File: src/assert_macros.svh
// ----------------------------------------------------------------------------
// assertion macros
// shared concurrent assertion forms, sampled on clk and held off during rst
// ----------------------------------------------------------------------------
`ifndef ASSERT_MACROS_SVH
`define ASSERT_MACROS_SVH

// property must hold at every clock edge outside reset
`define ASSERT_AT(label, prop, msg) \
  label: assert property (@(posedge clk) disable iff (rst) prop) else $error(msg);

// condition must never be seen outside reset
`define ASSERT_NEVER(label, cond, msg) \
  `ASSERT_AT(label, !(cond), msg)

`endif

File: src/crc8pf_pkg.sv
// ----------------------------------------------------------------------------
// crc8pf_pkg
// types, constants and the crc-8 byte update shared by the packet framer
// ----------------------------------------------------------------------------
package crc8pf_pkg;

  localparam logic [7:0] CRC_POLY   = 8'h07;
  localparam logic [7:0] CRC_TOPBIT = 8'h80;
  localparam logic [7:0] FRAME_MARK = 8'h7E;

  localparam logic FUNC_START = 1'b0;
  localparam logic FUNC_DATA  = 1'b1;

  localparam int MAX_RESULTS = 4;
  localparam int IDX_W       = $clog2(MAX_RESULTS);

  typedef struct packed {
    logic       func;
    logic [4:0] payload_length;
    logic [5:0] sequence_number;
    logic [4:0] frame_type;
    logic [7:0] payload_byte;
  } req_t;

  typedef struct packed {
    logic [7:0] frame_byte;
    logic       last_of_frame;
    logic       protocol_error;
  } rsp_t;

  // results caused by one item, emitted from index 0 up to last_idx
  typedef struct packed {
    logic [IDX_W-1:0]            last_idx;
    rsp_t [MAX_RESULTS-1:0]      items;
  } burst_t;

  function automatic logic [7:0] crc8_feed(input logic [7:0] crc, input logic [7:0] b);
    logic [7:0] c;
    c = crc ^ b;
    for (int k = 0; k < 8; k++) begin
      if ((c & CRC_TOPBIT) != 8'h00) begin
        c = {c[6:0], 1'b0} ^ CRC_POLY;
      end else begin
        c = {c[6:0], 1'b0};
      end
    end
    return c;
  endfunction

endpackage

File: src/crc8pf_core.sv
// ----------------------------------------------------------------------------
// crc8pf_core
// frame state and crc registers; forms the results of one accepted item
// ----------------------------------------------------------------------------
`include "assert_macros.svh"

module crc8pf_core (
  input  logic                clk,
  input  logic                rst,
  input  logic                accept,
  input  crc8pf_pkg::req_t    req,
  output crc8pf_pkg::burst_t  burst
);

  logic [7:0] running_crc;
  logic [7:0] running_crc_next;
  logic [4:0] bytes_remaining;
  logic [4:0] bytes_remaining_next;
  logic       frame_open;
  logic       frame_open_next;

  logic [15:0] hdr;
  logic [7:0]  crc_mark;
  logic [7:0]  crc_hi;
  logic [7:0]  crc_lo;
  logic [7:0]  crc_data;
  logic [4:0]  remaining_dec;

  assign hdr           = {req.payload_length, req.sequence_number, req.frame_type};
  assign crc_mark      = crc8pf_pkg::crc8_feed(8'h00, crc8pf_pkg::FRAME_MARK);
  assign crc_hi        = crc8pf_pkg::crc8_feed(crc_mark, hdr[15:8]);
  assign crc_lo        = crc8pf_pkg::crc8_feed(crc_hi, hdr[7:0]);
  assign crc_data      = crc8pf_pkg::crc8_feed(running_crc, req.payload_byte);
  assign remaining_dec = bytes_remaining - 5'd1;

  always_comb begin
    burst                = '0;
    running_crc_next     = running_crc;
    bytes_remaining_next = bytes_remaining;
    frame_open_next      = frame_open;
    if (req.func == crc8pf_pkg::FUNC_START) begin
      burst.items[0] = '{frame_byte: crc8pf_pkg::FRAME_MARK, last_of_frame: 1'b0,
                         protocol_error: 1'b0};
      burst.items[1] = '{frame_byte: hdr[15:8], last_of_frame: 1'b0, protocol_error: 1'b0};
      burst.items[2] = '{frame_byte: hdr[7:0], last_of_frame: 1'b0, protocol_error: 1'b0};
      burst.items[3] = '{frame_byte: crc_lo, last_of_frame: 1'b1, protocol_error: 1'b0};
      if (req.payload_length == 5'd0) begin
        burst.last_idx       = crc8pf_pkg::IDX_W'(3);
        running_crc_next     = 8'h00;
        bytes_remaining_next = 5'd0;
        frame_open_next      = 1'b0;
      end else begin
        burst.last_idx       = crc8pf_pkg::IDX_W'(2);
        running_crc_next     = crc_lo;
        bytes_remaining_next = req.payload_length;
        frame_open_next      = 1'b1;
      end
    end else if (!frame_open) begin
      burst.items[0] = '{frame_byte: 8'h00, last_of_frame: 1'b1, protocol_error: 1'b1};
      burst.last_idx = '0;
    end else begin
      burst.items[0]       = '{frame_byte: req.payload_byte, last_of_frame: 1'b0,
                               protocol_error: 1'b0};
      burst.items[1]       = '{frame_byte: crc_data, last_of_frame: 1'b1,
                               protocol_error: 1'b0};
      bytes_remaining_next = remaining_dec;
      if (remaining_dec == 5'd0) begin
        burst.last_idx   = crc8pf_pkg::IDX_W'(1);
        running_crc_next = 8'h00;
        frame_open_next  = 1'b0;
      end else begin
        burst.last_idx   = '0;
        running_crc_next = crc_data;
      end
    end
  end

  always_ff @(posedge clk) begin
    if (rst) begin
      running_crc     <= 8'h00;
      bytes_remaining <= 5'd0;
      frame_open      <= 1'b0;
    end else if (accept) begin
      running_crc     <= running_crc_next;
      bytes_remaining <= bytes_remaining_next;
      frame_open      <= frame_open_next;
    end
  end

  `ASSERT_AT(a_open_count, frame_open == (bytes_remaining != 5'd0), "open flag and count disagree")
  `ASSERT_AT(a_closed_crc, !frame_open |-> running_crc == 8'h00, "crc not cleared on close")

endmodule

File: src/crc8pf_emit.sv
// ----------------------------------------------------------------------------
// crc8pf_emit
// result register; holds the results of one item and, while rsp_stall is low, sends one per cycle
// ----------------------------------------------------------------------------
`include "assert_macros.svh"

module crc8pf_emit (
  input  logic               clk,
  input  logic               rst,
  input  logic               load,
  input  crc8pf_pkg::burst_t burst,
  output logic               free,
  output logic               rsp_valid,
  input  logic               rsp_stall,
  output crc8pf_pkg::rsp_t   rsp
);

  logic                                     valid;
  logic [crc8pf_pkg::IDX_W-1:0]             idx;
  logic [crc8pf_pkg::IDX_W-1:0]             last_idx;
  crc8pf_pkg::rsp_t [crc8pf_pkg::MAX_RESULTS-1:0] items;

  assign free      = !valid || (!rsp_stall && idx == last_idx);
  assign rsp_valid = valid;
  assign rsp       = items[idx];

  always_ff @(posedge clk) begin
    if (rst) begin
      valid <= 1'b0;
      idx   <= '0;
    end else if (load) begin
      valid <= 1'b1;
      idx   <= '0;
    end else if (valid && !rsp_stall) begin
      if (idx == last_idx) begin
        valid <= 1'b0;
      end else begin
        idx <= idx + 1'b1;
      end
    end
  end

  always_ff @(posedge clk) begin
    if (load) begin
      items    <= burst.items;
      last_idx <= burst.last_idx;
    end
  end

  `ASSERT_AT(a_idx_range, valid |-> idx <= last_idx, "result index past last")
  `ASSERT_NEVER(a_load_busy, load && !free, "load while results pending")

endmodule

File: src/crc8_packet_framer.sv
// ----------------------------------------------------------------------------
// crc8_packet_framer
// packet framer: marker, 16-bit header, payload and crc-8 as a byte stream
// ----------------------------------------------------------------------------
// a start item emits 0x7e and the two header bytes (plus the crc byte when the
// length is zero); a payload item emits its byte, and the last byte of a
// frame also adds the crc byte; a stray payload item gives one error item. the
// result register sends one item per cycle while rsp_stall is low and takes the
// next input in the cycle its last pending item leaves, so payload streams at
// one item per cycle while rsp_stall is low.
module crc8_packet_framer (
  input  logic             clk,
  input  logic             rst,
  input  logic             req_valid,
  output logic             req_stall,
  input  crc8pf_pkg::req_t req,
  output logic             rsp_valid,
  input  logic             rsp_stall,
  output crc8pf_pkg::rsp_t rsp
);

  logic               accept;
  logic               free;
  crc8pf_pkg::burst_t burst;

  assign req_stall = !free;
  assign accept    = req_valid && free;

  crc8pf_core u_core (
    .clk    (clk),
    .rst    (rst),
    .accept (accept),
    .req    (req),
    .burst  (burst)
  );

  crc8pf_emit u_emit (
    .clk       (clk),
    .rst       (rst),
    .load      (accept),
    .burst     (burst),
    .free      (free),
    .rsp_valid (rsp_valid),
    .rsp_stall (rsp_stall),
    .rsp       (rsp)
  );

endmodule
File: config.mk
export PLATFORM = sky130hd
export DESIGN_NAME = crc8_packet_framer
export DESIGN_NICKNAME = d
export VERILOG_FILES = /design/src/crc8pf_pkg.sv /design/src/crc8pf_core.sv /design/src/crc8pf_emit.sv /design/src/crc8_packet_framer.sv
export VERILOG_INCLUDE_DIRS = /design/src /design/src/src
export SDC_FILE = /design/constraint.sdc
export NUM_CORES = 1
export LEC_CHECK = 0
export BUFFER_PORTS_ARGS = -buffer_cell sky130_fd_sc_hd__clkbuf_2
export CAP_MARGIN = 20
export CORE_MARGIN = 4
export CORE_UTILIZATION = 55
export CTS_CLUSTER_DIAMETER = 200
export DETAILED_ROUTE_END_ITERATION = 10
export PLACE_DENSITY = 0.86
export SKIP_CTS_REPAIR_TIMING = 1
export SLEW_MARGIN = 30
export SYNTH_ARGS = -nofsm -noshare
export SYNTH_HDL_FRONTEND = slang
export SYNTH_SLANG_ARGS = --single-unit
File: constraint.sdc
create_clock -name clk -period 2.71 [get_ports clk]
set_input_delay 0.1355 -clock clk [delete_from_list [all_inputs] [get_ports clk]]
set_output_delay 0.1355 -clock clk [all_outputs]
set_load 0.02 [all_outputs]
* After elaboration in Yosys (flattened, before gate mapping)
Index checks and enable logic that the tools add are counted.
** Word-level totals
- Input port bits :: 29
- Word-level logic and storage cells :: 116
- Register bits :: 59
** Cells by class
- Magnitude comparators :: 1
- Muxes and demuxes :: 48
- Bitwise logic cells :: 28
- Reduce and logical (&&, ||, !) cells :: 16
- Add/subtract/negate cells :: 2
- Eq/ne operators :: 2
** Operator list (number)
- 2-to-1 mux 3 bit :: 24
- NOT 3 bit :: 24
- 2-to-1 mux 8 bit :: 4
- 2-to-1 mux 10 bit :: 3
- binary-select mux 10 bit (select 2 bit) :: 1
- 2-to-1 mux 20 bit :: 1
- bitwise XOR 8 bit :: 2
- 2-to-1 mux 5 bit :: 3
- 2-to-1 mux 12 bit :: 1
- logical NOT 5 bit :: 2
- 2-to-1 mux 1 bit :: 9
- AND reduction 2 bit :: 4
- NOT 6 bit :: 1
- subtractor 5 x 1 -> 5 bit (second input constant) :: 1
- 2-to-1 mux 2 bit :: 2
- nonzero test 2 bit :: 2
- logical AND 1 bit :: 3
- logical NOT 1 bit :: 3
- less-than comparator 2 x 3 -> 1 bit (second input constant) :: 1
- adder 2 x 1 -> 2 bit (second input constant) :: 1
- == test 2 bit :: 1
- inequality test 2 x 1 -> 1 bit (second input constant) :: 1
- OR reduction 2 bit :: 1
- logical OR 1 bit :: 1
- NOT 1 bit :: 1

* Depth between registers and ports, before layout
Gate-level depths: netlist (run 1).
- Word-level depth :: 36
- Depth in mapped cells :: 8
- Depth with buffers taken out :: 7

* By module
Synthesis (run 1) repeated with hierarchy kept, for this count alone.
** Unflattened totals
- Cell total of the unflattened synthesis :: 275
- Area, all modules :: 3320.7 sq um
** By module, submodules not included
- crc8pf_emit :: cells each 75, instances 1, area each 1681.6 sq um
- crc8pf_core :: cells each 198, instances 1, area each 1629.1 sq um
- crc8_packet_framer :: cells each 2, instances 1, area each 10.0 sq um

* Worst setup path before layout (run 1)
No wires, ideal clock.
- Path type :: register to register
- From :: register u_emit.idx[0] (netlist name)
- To :: register u_emit.items[0] (netlist name) (enable)
- Path buffers :: 1
- Cell stages (with the launch flop) :: 6
- Period minus slack after synthesis :: 2.127 ns
- Library setup time :: 0.393 ns
- Path slack :: 0.583 ns
- Arrival :: 1.734 ns
- Cell sequence :: dfxtp_1 > buf_2 > xor2_1 > o31ai_4 > nand2_1 > inv_1
** Between the ends
- Word-level cells in the longest chain between the ends :: 4
** Ends and longest elaborated chain
- from (decl) :: line crc8pf_emit.sv:19 : logic [crc8pf_pkg::IDX_W-1:0] idx;
- from (signal assigned) :: line crc8pf_emit.sv:38 : idx <= idx + 1'b1;
- == test 2 bit :: line crc8pf_emit.sv:23 : assign free = !valid || (!rsp_stall && idx == last_idx);
- logical AND 1 bit :: line crc8pf_emit.sv:23
- logical OR 1 bit :: line crc8pf_emit.sv:23
- logical AND 1 bit :: line crc8_packet_framer.sv:27 : assign accept = req_valid && free;
- via accept :: line crc8_packet_framer.sv:22 : logic accept;
- to (signal assigned) :: line crc8pf_emit.sv:45 : items <= burst.items;
- to (decl) :: line crc8pf_emit.sv:21 : crc8pf_pkg::rsp_t [crc8pf_pkg::MAX_RESULTS-1:0] items;
The timed path passes the listed nets, and every way through them passes these cells.
A chain may end at the register's enable or synchronous reset.

* Worst setup path after layout (run 1)
- From :: register u_core.bytes_remaining[0]
- To :: register u_core.running_crc[1]
** Between the ends
- Word-level cells in the longest chain between the ends :: 5
** Ends and longest elaborated chain
- from (decl) :: line crc8pf_core.sv:17 : logic [4:0] bytes_remaining;
- from (signal assigned) :: line crc8pf_core.sv:85 : bytes_remaining <= bytes_remaining_next;
- subtractor 5 x 1 -> 5 bit :: line crc8pf_core.sv:34 : assign remaining_dec = bytes_remaining - 5'd1;
- logical NOT 5 bit :: line crc8pf_core.sv:67 : if (remaining_dec == 5'd0) begin
- 2-to-1 mux 8 bit :: line crc8pf_core.sv:67
- 2-to-1 mux 8 bit :: line crc8pf_core.sv:58 : end else if (!frame_open) begin
- 2-to-1 mux 8 bit :: line crc8pf_core.sv:41 : if (req.func == crc8pf_pkg::FUNC_START) begin
- to (signal assigned) :: line crc8pf_core.sv:84 : running_crc <= running_crc_next;
- to (decl) :: line crc8pf_core.sv:15 : logic [7:0] running_crc;
Every way passes these cells. The select of a mux whose other input is x is not followed.

==> implementation parameters, run 1 <==
Parameter                              Value

Setup path
  Maximum fanout count along the critical path ... 10
  FF-to-FF End ... u_core.running_crc[1]$_SDFFE_PP0P_
  Crit path DAT ... 2.40 ns
  Total buffers and inverters traversed by the critical path ... 1
  Number of cells traversed by the worst register-to-register path ... 7
  Worst flop-to-flop path startpoint ... u_core.bytes_remaining[0]$_SDFFE_PP0P_
  Critical-path cell list ... inv_1 -> ha_1 -> nor2b_1 -> a32oi_1 -> o31a_1 -> o2bb2a_1 -> a211oi_1
  Maximum cell stage delay along the critical path ... 0.47 ns
  Worst Setup Path Type ... reg -> reg
  R2r setup slk ... 0.54 ns
  Critical Path End ... u_core.running_crc[1]$_SDFFE_PP0P_
  Capturing element type of the critical path ... flip-flop
  Max stage delay cell, worst path ... sky130_fd_sc_hd__o31a_1
  Kind of cell with the highest combined delay on the critical path ... compound AO/OA/AOI/OAI gates
  Critical Path Stages ... 7
  CP Launch Type ... flip-flop
  Worst EP required ... 2.95 ns
  Crit path launch ... u_core.bytes_remaining[0]$_SDFFE_PP0P_

Power
  Maximum resistive drop on vdd ... 0.280 mV
  Power Dens Cells ... 619 nW/um2
  Standby leakage power ... 1.40 nW
  Power after layout ... 2.18 mW

Synth
  Net count of the mapped netlist ... 299
  Main combinational cell family by area after synthesis ... XOR/XNOR gates
  Synthesis-stage register bit count ... 54
  Fraction of the yosys area taken by sequential cells ... 0.463
  Total standard cell area after synthesis ... 3140 um2
  Gate count of the mapped netlist ... 266
  Share of synthesized registers carrying an async set or reset ... 0
  Warning count from the yosys run ... 0
  Mean instance size in the synthesized netlist ... 11.8 um2
  Most used flip-flop cell after synthesis ... sky130_fd_sc_hd__edfxtp_1
  Fraction of the mapped netlist area in adder cells ... 0.0160
  Share of the synthesized netlist area taken by xor and xnor gates ... 0.190
  Synth Area in Simple Gates ... 0.117
  Count of flip-flops with a built-in enable after synthesis ... 37
  Mux cell area share after synthesis ... 0.0611
  Synth unique cells ... 51
  Compound-Gate Fraction of Synth Area ... 0.114

Global routing
  Wire length of the first global-routing pass ... 11400 um
  Busiest metal layer after global routing ... met2
  Initial antenna violation count ... 0
  Met3 GRT Util ... 0.0513
  Number of global-route vias before repair ... 2175
  Final global-route overflow total ... 0
  Maximum number of pins on one net before global-route repair ... 30
  Global-route track usage on met1 ... 0.278
  Met2 layer usage reported by global route ... 0.322
  Global routing usage summed across all routing layers ... 0.208

Layout
  Leading cell types in the layout, fill and taps excluded ... 40 x sky130_fd_sc_hd__clkbuf_2, 37 x sky130_fd_sc_hd__edfxtp_1, 30 x sky130_fd_sc_hd__xnor2_1, 24 x sky130_fd_sc_hd__nand2_1
  Post-layout utilization of the core ... 0.640
  Fraction of final layout cells sized beyond drive strength 1 ... 0.255
  Fillers ... 403
  Layout net count ... 338
  Leading cell type in the layout, fill and taps excluded ... sky130_fd_sc_hd__clkbuf_2
  N_diodes ... 0
  Total non-filler cell area in the finished layout ... 3530 um2
  Area growth, synth to finish ... 12.5%

Flow run
  Max-capacitance violation count ... 0

Die
  Effective utilization at floorplan ... 0.569
  Number of I/O pins ... 41
  Std cell rows ... 27
  Core box area ... 5510 um2
  Die height ... 83.5 um
  Die ar. ... 6970 um2
  Overall die width ... 83.5 um

Timing
  Setup Skew ... 0.00333 ns
  Measured slew at the worst slew-check pin ... 0.725 ns
  Min cycle time layout ... 2.17 ns
  Fmax ... 0.461 GHz
  Number of endpoints failing setup at the final stage ... 0
  Unrepaired setup endpoints after global routing ... no
  Worst slew margin ... 0.515
  Number of endpoints with negative hold slack in the final report ... 0
  Final TNS setup ... 0 ns
  Final cycle utilization of the critical path ... 0.800
  Final count of pins violating max slew ... 0

Drt
  Number of vias after detailed routing ... 2207
  Final ANT Viol Nets ... 0
  Via-per-instance ratio ... 5.84
  Final wirelength ... 6930 um
  Drt drc ... 0
  Routed length per placed instance ... 18.3 um
  Initial detailed-routing violation count ... 225
  Total iterations of the first detailed-routing run ... 4

Clock network
  Clk_lat worst skew ... 0.31 ns
  Clk buf depth ... 2
  Maximum level of the CTS H-tree ... 2
  Number of sinks handled by clock tree synthesis ... 54
  TritonCTS clock tree ... done
  Clock slew seen by the registers of the worst setup and hold paths ... 0.09 ns
  Clock buffers created by TritonCTS ... 5
  Clock tree root driver cell ... sky130_fd_sc_hd__clkbuf_8

Place
  Routability Congestion ... 0.891
  Final HPWL DP ... 5060 um
  PortBufs ... 40
  Area of placed instances ... 3420 um2

Hold path
  Worst hold path type ... in -> reg

Outcome
  Outcome ... finished, final reports clean
-- kinds of logic after synthesis --
| kind of cell | after synthesis |
|---|---|
| and+or+nand+nor | 74 |
| DFF | 54 |
| xor gates and xnor gates | 52 |
| AOI/OAI and AO/OA | 44 |
| buffers and inverters | 29 |
| muxes | 9 |
| adders and majority gates | 4 |
-- how the worst min path moves through the flow --
stage / slack (ns) / depth (start not counted) / start / to
floorplan: 0.32 / 2 / req[1] / u_emit.items[3]$_SDFFCE_PN1P_
global placement: 0.45 / 3 / req_valid / u_emit.rsp_valid$_SDFFE_PP0P_
detailed placement: 0.46 / 3 / req[6] / u_emit.items[8]$_SDFFCE_PN1P_
CTS: 0.14 / 3 / req[3] / u_emit.items[5]$_SDFFCE_PN1P_
global route: 0.14 / 3 / req[6] / u_emit.items[8]$_SDFFCE_PN1P_
finish: 0.13 / 3 / req[3] / u_emit.items[5]$_SDFFCE_PN1P_
-- through the flow --
stage,instances,hold slack (ns),setup slack (ns)
2_1_floorplan,266,0.323,0.583
4_1_cts,378,0.137,0.617
3_3_place_gp,370,0.450,0.612
6_report,378,0.131,0.541
5_1_grt,378,0.145,0.463
3_5_place_dp,370,0.461,0.530
-- tightest hold or removal path: stages --
cell	delay, ns
sky130_fd_sc_hd__clkbuf_2	0.10
sky130_fd_sc_hd__nand2_1	0.05
sky130_fd_sc_hd__nand2_1	0.05
-- state kept, by name (all words and copies together), names as in the netlist --
signal,flops
u_core.bytes_remaining,5
u_core.frame_open,1
u_core.running_crc,8
u_emit.idx,2
u_emit.items,35
u_emit.last_idx,2
u_emit.rsp_valid,1
-- where the power goes --
group / internal [mW] / leakage (nW) / switching (mW)
Sequential: 0.968 / 0.502 / 0.0355
Combinational: 0.297 / 0.845 / 0.343
Clock: 0.276 / 0.0514 / 0.263
Total: 1.54 / 1.40 / 0.642
-- synthesized netlist by cell type (3+ instances only) --
cell type / instances / area (um2)
sky130_fd_sc_hd__dfxtp_1: 17 / 340
sky130_fd_sc_hd__nor2b_1: 9 / 56.3
sky130_fd_sc_hd__xnor3_1: 5 / 113
sky130_fd_sc_hd__ha_1: 4 / 50.1
sky130_fd_sc_hd__nor2_1: 17 / 63.8
sky130_fd_sc_hd__nand2_1: 24 / 90.1
sky130_fd_sc_hd__o21ai_0: 11 / 55.1
sky130_fd_sc_hd__edfxtp_1: 37 / 1110
sky130_fd_sc_hd__a21oi_1: 5 / 25.0
sky130_fd_sc_hd__xnor2_1: 30 / 263
sky130_fd_sc_hd__buf_1: 3 / 11.3
sky130_fd_sc_hd__buf_2: 3 / 15.0
sky130_fd_sc_hd__nor3_1: 8 / 40.0
sky130_fd_sc_hd__clkbuf_1: 6 / 22.5
sky130_fd_sc_hd__a211oi_1: 5 / 37.5
sky130_fd_sc_hd__a221oi_2: 4 / 60.1
sky130_fd_sc_hd__xor2_1: 12 / 105
sky130_fd_sc_hd__a221oi_1: 3 / 26.3
sky130_fd_sc_hd__and2_1: 5 / 31.3
sky130_fd_sc_hd__inv_1: 13 / 48.8
sky130_fd_sc_hd__mux4_2: 8 / 180
-- area by class of cell --
cell class | instances | area [um2] | share of cell area
clock buffers | 6 | 72.6 | 0.0206
clock inverters | 2 | 37.5 | 0.0106
inverters | 15 | 56.3 | 0.0160
multi-input cells | 183 | 1560 | 0.443
flip-flops and latches | 54 | 1450 | 0.412
well taps | 72 | 90.1 | 0.0256
repair buffers | 46 | 258 | 0.0731
-- per-layer routing --
metal	wire length (um)	vias to the layer above	share of wire
li1	-	1026	-
met1	2960	1061	0.43
met2	3150	92	0.45
met3	577	28	0.083
met4	243	0	0.035
met5	0	-	0
Note: power is estimated with default switching activity, not from simulation.
==> run 2, diff against run 1 <==
==> constraint.sdc (replaced) <==
create_clock -name clk -period 2.2 [get_ports clk]
set_input_delay 0.11 -clock clk [delete_from_list [all_inputs] [get_ports clk]]
set_output_delay 0.11 -clock clk [all_outputs]
set_load 0.02 [all_outputs]
==> run 2 against run 1 <==
Non-clock buffer count up 7. Global-route usage up 0.27 points. Largest power group unchanged. Routed wire length up 1.0%. Critical endpoint is now u_core.running_crc[3]$_SDFFE_PP0P_. Critical path type unchanged. Clock power up 20%. Sequential cell count unchanged.
==> implementation parameters, run 2 (synthesis gave the netlist of run 1 again) <==
Parameter                              Value

Drt
  Total iterations of the first detailed-routing run ... 5
  Final ANT Viol Nets ... 0
  Drt drc ... 0
  Final wirelength ... 7000 um
  Initial detailed-routing violation count ... 169
  Via-per-instance ratio ... 5.71
  Routed length per placed instance ... 18.2 um
  Number of vias after detailed routing ... 2200

Layout
  Cell Count, Final, Fillers Out ... 385
  Area growth, synth to finish ... 14.0%
  Fraction of final layout cells sized beyond drive strength 1 ... 0.272
  Number of flip-flops in the largest register ... 35
  Most flops, register ... u_emit.items
  Leading cell type in the layout, fill and taps excluded ... sky130_fd_sc_hd__clkbuf_2
  N_diodes ... 0
  Fillers ... 411
  Post-layout utilization of the core ... 0.649
  Leading cell types in the layout, fill and taps excluded ... 40 x sky130_fd_sc_hd__clkbuf_2, 37 x sky130_fd_sc_hd__edfxtp_1, 30 x sky130_fd_sc_hd__xnor2_1, 24 x sky130_fd_sc_hd__nand2_1
  Layout net count ... 345
  Largest registers ranked by flip-flop count ... u_emit.items x35, u_core.running_crc x8, u_core.bytes_remaining x5

Setup path
  Maximum fanout count along the critical path ... 9
  Critical-path cell list ... inv_1 -> ha_1 -> nor2b_1 -> a32oi_1 -> o31a_2 -> buf_4 -> a221oi_2 -> nor3_2
  Max stage delay cell, worst path ... sky130_fd_sc_hd__o31a_2
  R2r setup slk ... 0.17 ns
  Worst EP required ... 2.39 ns
  Capturing element type of the critical path ... flip-flop
  Crit path DAT ... 2.22 ns
  Kind of cell with the highest combined delay on the critical path ... compound AO/OA/AOI/OAI gates
  Total buffers and inverters traversed by the critical path ... 2
  Maximum cell stage delay along the critical path ... 0.39 ns
  CP Launch Type ... flip-flop
  Worst Setup Path Type ... reg -> reg

Timing
  Worst slew margin ... 0.664
  Final cycle utilization of the critical path ... 0.921
  Measured slew at the worst slew-check pin ... 0.499 ns
  Unrepaired setup endpoints after global routing ... no
  Number of endpoints failing setup at the final stage ... 0
  Min cycle time layout ... 2.03 ns
  Final TNS setup ... 0 ns
  Setup Skew ... 0.00791 ns
  Number of endpoints with negative hold slack in the final report ... 0
  Fmax ... 0.494 GHz
  Final count of pins violating max slew ... 0

Place
  Final HPWL DP ... 5090 um
  Post-Place Cells ... 377
  PortBufs ... 40
  Routability Congestion ... 0.838

Clock network
  Maximum level of the CTS H-tree ... 2
  Number of sinks handled by clock tree synthesis ... 54
  Clock tree root driver cell ... sky130_fd_sc_hd__clkbuf_8
  Clock slew seen by the registers of the worst setup and hold paths ... 0.09 ns
  Clock buffers created by TritonCTS ... 5
  Clk_lat worst skew ... 0.31 ns
  Clk buf depth ... 2
  TritonCTS clock tree ... done

Die
  Number of I/O pins ... 41
  Effective utilization at floorplan ... 0.569
  Std cell rows ... 27
  Core box area ... 5510 um2
  Die ar. ... 6970 um2
  Die height ... 83.5 um
  Overall die width ... 83.5 um

Global routing
  Wire length of the first global-routing pass ... 11500 um
  Global routing usage summed across all routing layers ... 0.211
  Initial antenna violation count ... 0
  Maximum number of pins on one net before global-route repair ... 40
  Number of global-route vias before repair ... 2271
  Final global-route overflow total ... 0

Hold path
  Worst hold path type ... in -> reg

Power
  Power after layout ... 2.70 mW
  Maximum resistive drop on vdd ... 0.381 mV
  Power Dens Cells ... 755 nW/um2
  Standby leakage power ... 1.43 nW

Flow run
  Max-capacitance violation count ... 0

Outcome
  Outcome ... finished, final reports clean
[run 2: where the power goes]
group / switching (mW) / leakage [nW] / internal, mW
Sequential: 0.0383 / 0.502 / 1.19
Combinational: 0.441 / 0.880 / 0.380
Clock: 0.309 / 0.0524 / 0.341
Total: 0.788 / 1.43 / 1.91
[run 2: metrics by stage]
| step | worst slack, ns | hold slack, ns | area [um2] |
|---|---|---|---|
| after floorplan | 0.0730 | 0.297 | 3140 |
| after global placement | 0.146 | 0.419 | 3470 |
| after detailed placement | 0.115 | 0.425 | 3470 |
| after CTS | 0.163 | 0.104 | 3570 |
| after global routing | 0.0445 | 0.124 | 3580 |
| final | 0.174 | 0.113 | 3580 |
[run 2: final timing paths]
path / end / depth (start not counted) / start
worst min-delay path: u_emit.items[8]$_SDFFCE_PN1P_ / 3 / req[6]
worst max-delay path: u_core.running_crc[3]$_SDFFE_PP0P_ / 8 / u_core.bytes_remaining[0]$_SDFFE_PP0P_
worst min register to register: u_core.running_crc[7]$_SDFFE_PP0P_ / 2 / u_core.running_crc[7]$_SDFFE_PP0P_
worst max register to register: u_core.running_crc[3]$_SDFFE_PP0P_ / 8 / u_core.bytes_remaining[0]$_SDFFE_PP0P_
[run 2: layout make-up]
| type | count | area, um2 | share of cell area |
|---|---|---|---|
| Clock buffer | 7 | 76.3 | 0.0213 |
| Clock inverter | 1 | 30.0 | 0.00840 |
| Inverter | 15 | 56.3 | 0.0157 |
| Multi-Input combinational cell | 183 | 1560 | 0.437 |
| Sequential cell | 54 | 1450 | 0.406 |
| Tap cell | 72 | 90.1 | 0.0252 |
| Timing Repair Buffer | 53 | 310 | 0.0868 |
[run 2: worst min-delay path: cells and delay by family]
family	cells	cell delay (ns)
AND/OR/NAND/NOR	2	0.10
buffers and inverters	1	0.10
[run 2: per-layer routing]
layer  routed length [um]  part of all wire  track usage
met5                    0                 0            0
met4                  162             0.023       0.0906
met3                  560             0.080       0.0464
met2                 3320              0.47        0.346
met1                 2950              0.42        0.271
==> run 3, diff against run 2 <==
==> constraint.sdc (replaced) <==
create_clock -name clk -period 1.9 [get_ports clk]
set_input_delay 0.095 -clock clk [delete_from_list [all_inputs] [get_ports clk]]
set_output_delay 0.095 -clock clk [all_outputs]
set_load 0.02 [all_outputs]
==> run 3 against run 2 <==
Global-route usage is 0.59 points higher. Sequential share of layout area decreased by 1.8 points. Sequential cell count is the same. Setup slack got worse by 0.15 ns. Sequential power increased by 16%. Total power up 20%. Clock skew is 0.0017 ns higher. Hold slack got worse by 0.026 ns. Cell count increased by 3.6%. Register-to-register slack worse by 0.15 ns. Design area increased by 4.7%. Die area did not move. Critical path type unchanged. Critical endpoint is now u_core.running_crc[0]$_SDFFE_PP0P_. Highest routed layer unchanged.
==> implementation parameters, run 3 (synthesis gave the netlist of run 1 again) <==
Parameter                              Value

Layout
  Area growth, synth to finish ... 19.4%
  Fraction of final layout cells sized beyond drive strength 1 ... 0.346
  Largest registers ranked by flip-flop count ... u_emit.items x35, u_core.running_crc x8, u_core.bytes_remaining x5
  N_diodes ... 0
  Most flops, register ... u_emit.items
  Leading cell types in the layout, fill and taps excluded ... 40 x sky130_fd_sc_hd__clkbuf_2, 37 x sky130_fd_sc_hd__edfxtp_1, 30 x sky130_fd_sc_hd__xnor2_1, 26 x sky130_fd_sc_hd__buf_4, 23 x sky130_fd_sc_hd__nand2_1
  Layout net count ... 359
  Number of flip-flops in the largest register ... 35
  Cell Count, Final, Fillers Out ... 399
  Total non-filler cell area in the finished layout ... 3740 um2
  Leading cell type in the layout, fill and taps excluded ... sky130_fd_sc_hd__clkbuf_2

Global routing
  Global routing usage summed across all routing layers ... 0.217
  Initial antenna violation count ... 0
  Final global-route overflow total ... 0
  Wire length of the first global-routing pass ... 11800 um
  Maximum number of pins on one net before global-route repair ... 40
  Number of global-route vias before repair ... 2332

Place
  PortBufs ... 40
  Area of placed instances ... 3570 um2
  Routability Congestion ... 0.934
  Post-Place Cells ... 389
  Final HPWL DP ... 5460 um

Power
  Power Dens Cells ... 869 nW/um2
  Power after layout ... 3.25 mW
  Maximum resistive drop on vdd ... 0.422 mV
  Standby leakage power ... 1.51 nW

Drt
  Drt drc ... 0
  Initial detailed-routing violation count ... 239
  Via-per-instance ratio ... 5.86
  Total iterations of the first detailed-routing run ... 5
  Routed length per placed instance ... 19.2 um
  Final wirelength ... 7680 um
  Final ANT Viol Nets ... 0
  Number of vias after detailed routing ... 2337

Clock network
  Maximum level of the CTS H-tree ... 2
  Clk_lat worst skew ... 0.32 ns
  Clk buf depth ... 2
  TritonCTS clock tree ... done
  Clock buffers created by TritonCTS ... 5
  Clock slew seen by the registers of the worst setup and hold paths ... 0.10 ns
  Number of sinks handled by clock tree synthesis ... 54
  Clock tree root driver cell ... sky130_fd_sc_hd__clkbuf_8

Die
  Overall die width ... 83.5 um
  Effective utilization at floorplan ... 0.569
  Core box area ... 5510 um2
  Die height ... 83.5 um
  Number of I/O pins ... 41
  Die ar. ... 6970 um2
  Std cell rows ... 27

Timing
  Setup Skew ... 0.00959 ns
  Final count of pins violating max slew ... 0
  Final Hold Slack ... 0.0874 ns
  Number of endpoints with negative hold slack in the final report ... 0
  Fmax ... 0.534 GHz
  Final TNS setup ... 0 ns
  Number of endpoints failing setup at the final stage ... 0
  Final cycle utilization of the critical path ... 0.985
  Min cycle time layout ... 1.87 ns
  Measured slew at the worst slew-check pin ... 0.482 ns
  Worst slew margin ... 0.675

Setup path
  Worst EP required ... 2.14 ns
  CP Launch Type ... flip-flop
  Worst Setup Path Type ... reg -> reg
  Capturing element type of the critical path ... flip-flop
  Crit path DAT ... 2.11 ns
  Number of cells traversed by the worst register-to-register path ... 6
  Maximum fanout count along the critical path ... 6

Outcome
  Outcome ... finished, final reports clean

Hold path
  Number of cells on the worst hold path ... 3
  Worst hold path type ... in -> reg

Flow run
  Max-capacitance violation count ... 0
run 3: final cells by class:
type,count,area [um2]
clock buffer,6,72.6
timing repair buffer,67,415
sequential,54,1450
fill,393,1760
multi-input combinational,183,1610
inverter,15,60.1
clock inverter,2,37.5
tap,72,90.1
run 3: where the power goes:
part,internal (mW),switching [mW],leakage [nW],total (mW)
logic,0.483,0.563,0.952,1.05
registers,1.38,0.0465,0.503,1.43
clock network,0.394,0.387,0.0514,0.780
total,2.26,0.996,1.51,3.25
run 3: metrics by stage:
stage          utilization  setup WS, ns
3_3_place_gp         0.648        0.0233
5_1_grt              0.680       -0.0415
4_1_cts              0.668       -0.0822
3_5_place_dp         0.648       -0.0551
2_1_floorplan            -        0.0309
6_report             0.680        0.0284
run 3: metal layers:
layer / vias up / global-route usage / wire (um)
met5: - / 0 / 0
met4: 0 / 0.0775 / 250
met3: 23 / 0.0415 / 564
met2: 115 / 0.372 / 3800
met1: 1129 / 0.275 / 3060
li1: 1070 / - / -
run 3: path summary, 6_finish.rpt:
kind,startpoint,end,slack [ns]
max,u_core.bytes_remaining[3]$_SDFFE_PP0P_,u_core.running_crc[0]$_SDFFE_PP0P_,0.03
min,req[6],u_emit.items[8]$_SDFFCE_PN1P_,0.09
max reg2reg,u_core.bytes_remaining[3]$_SDFFE_PP0P_,u_core.running_crc[0]$_SDFFE_PP0P_,0.03
min reg2reg,u_core.running_crc[4]$_SDFFE_PP0P_,u_core.running_crc[4]$_SDFFE_PP0P_,0.52
run 3: worst max-delay path: stages, from the launching register on:
cell and delay, ns:
sky130_fd_sc_hd__dfxtp_1 0.38, sky130_fd_sc_hd__or3_1 0.40, sky130_fd_sc_hd__a32oi_1 0.20, sky130_fd_sc_hd__o31a_1 0.34
sky130_fd_sc_hd__buf_4 0.20, sky130_fd_sc_hd__a2bb2oi_1 0.08, sky130_fd_sc_hd__a211oi_2 0.21
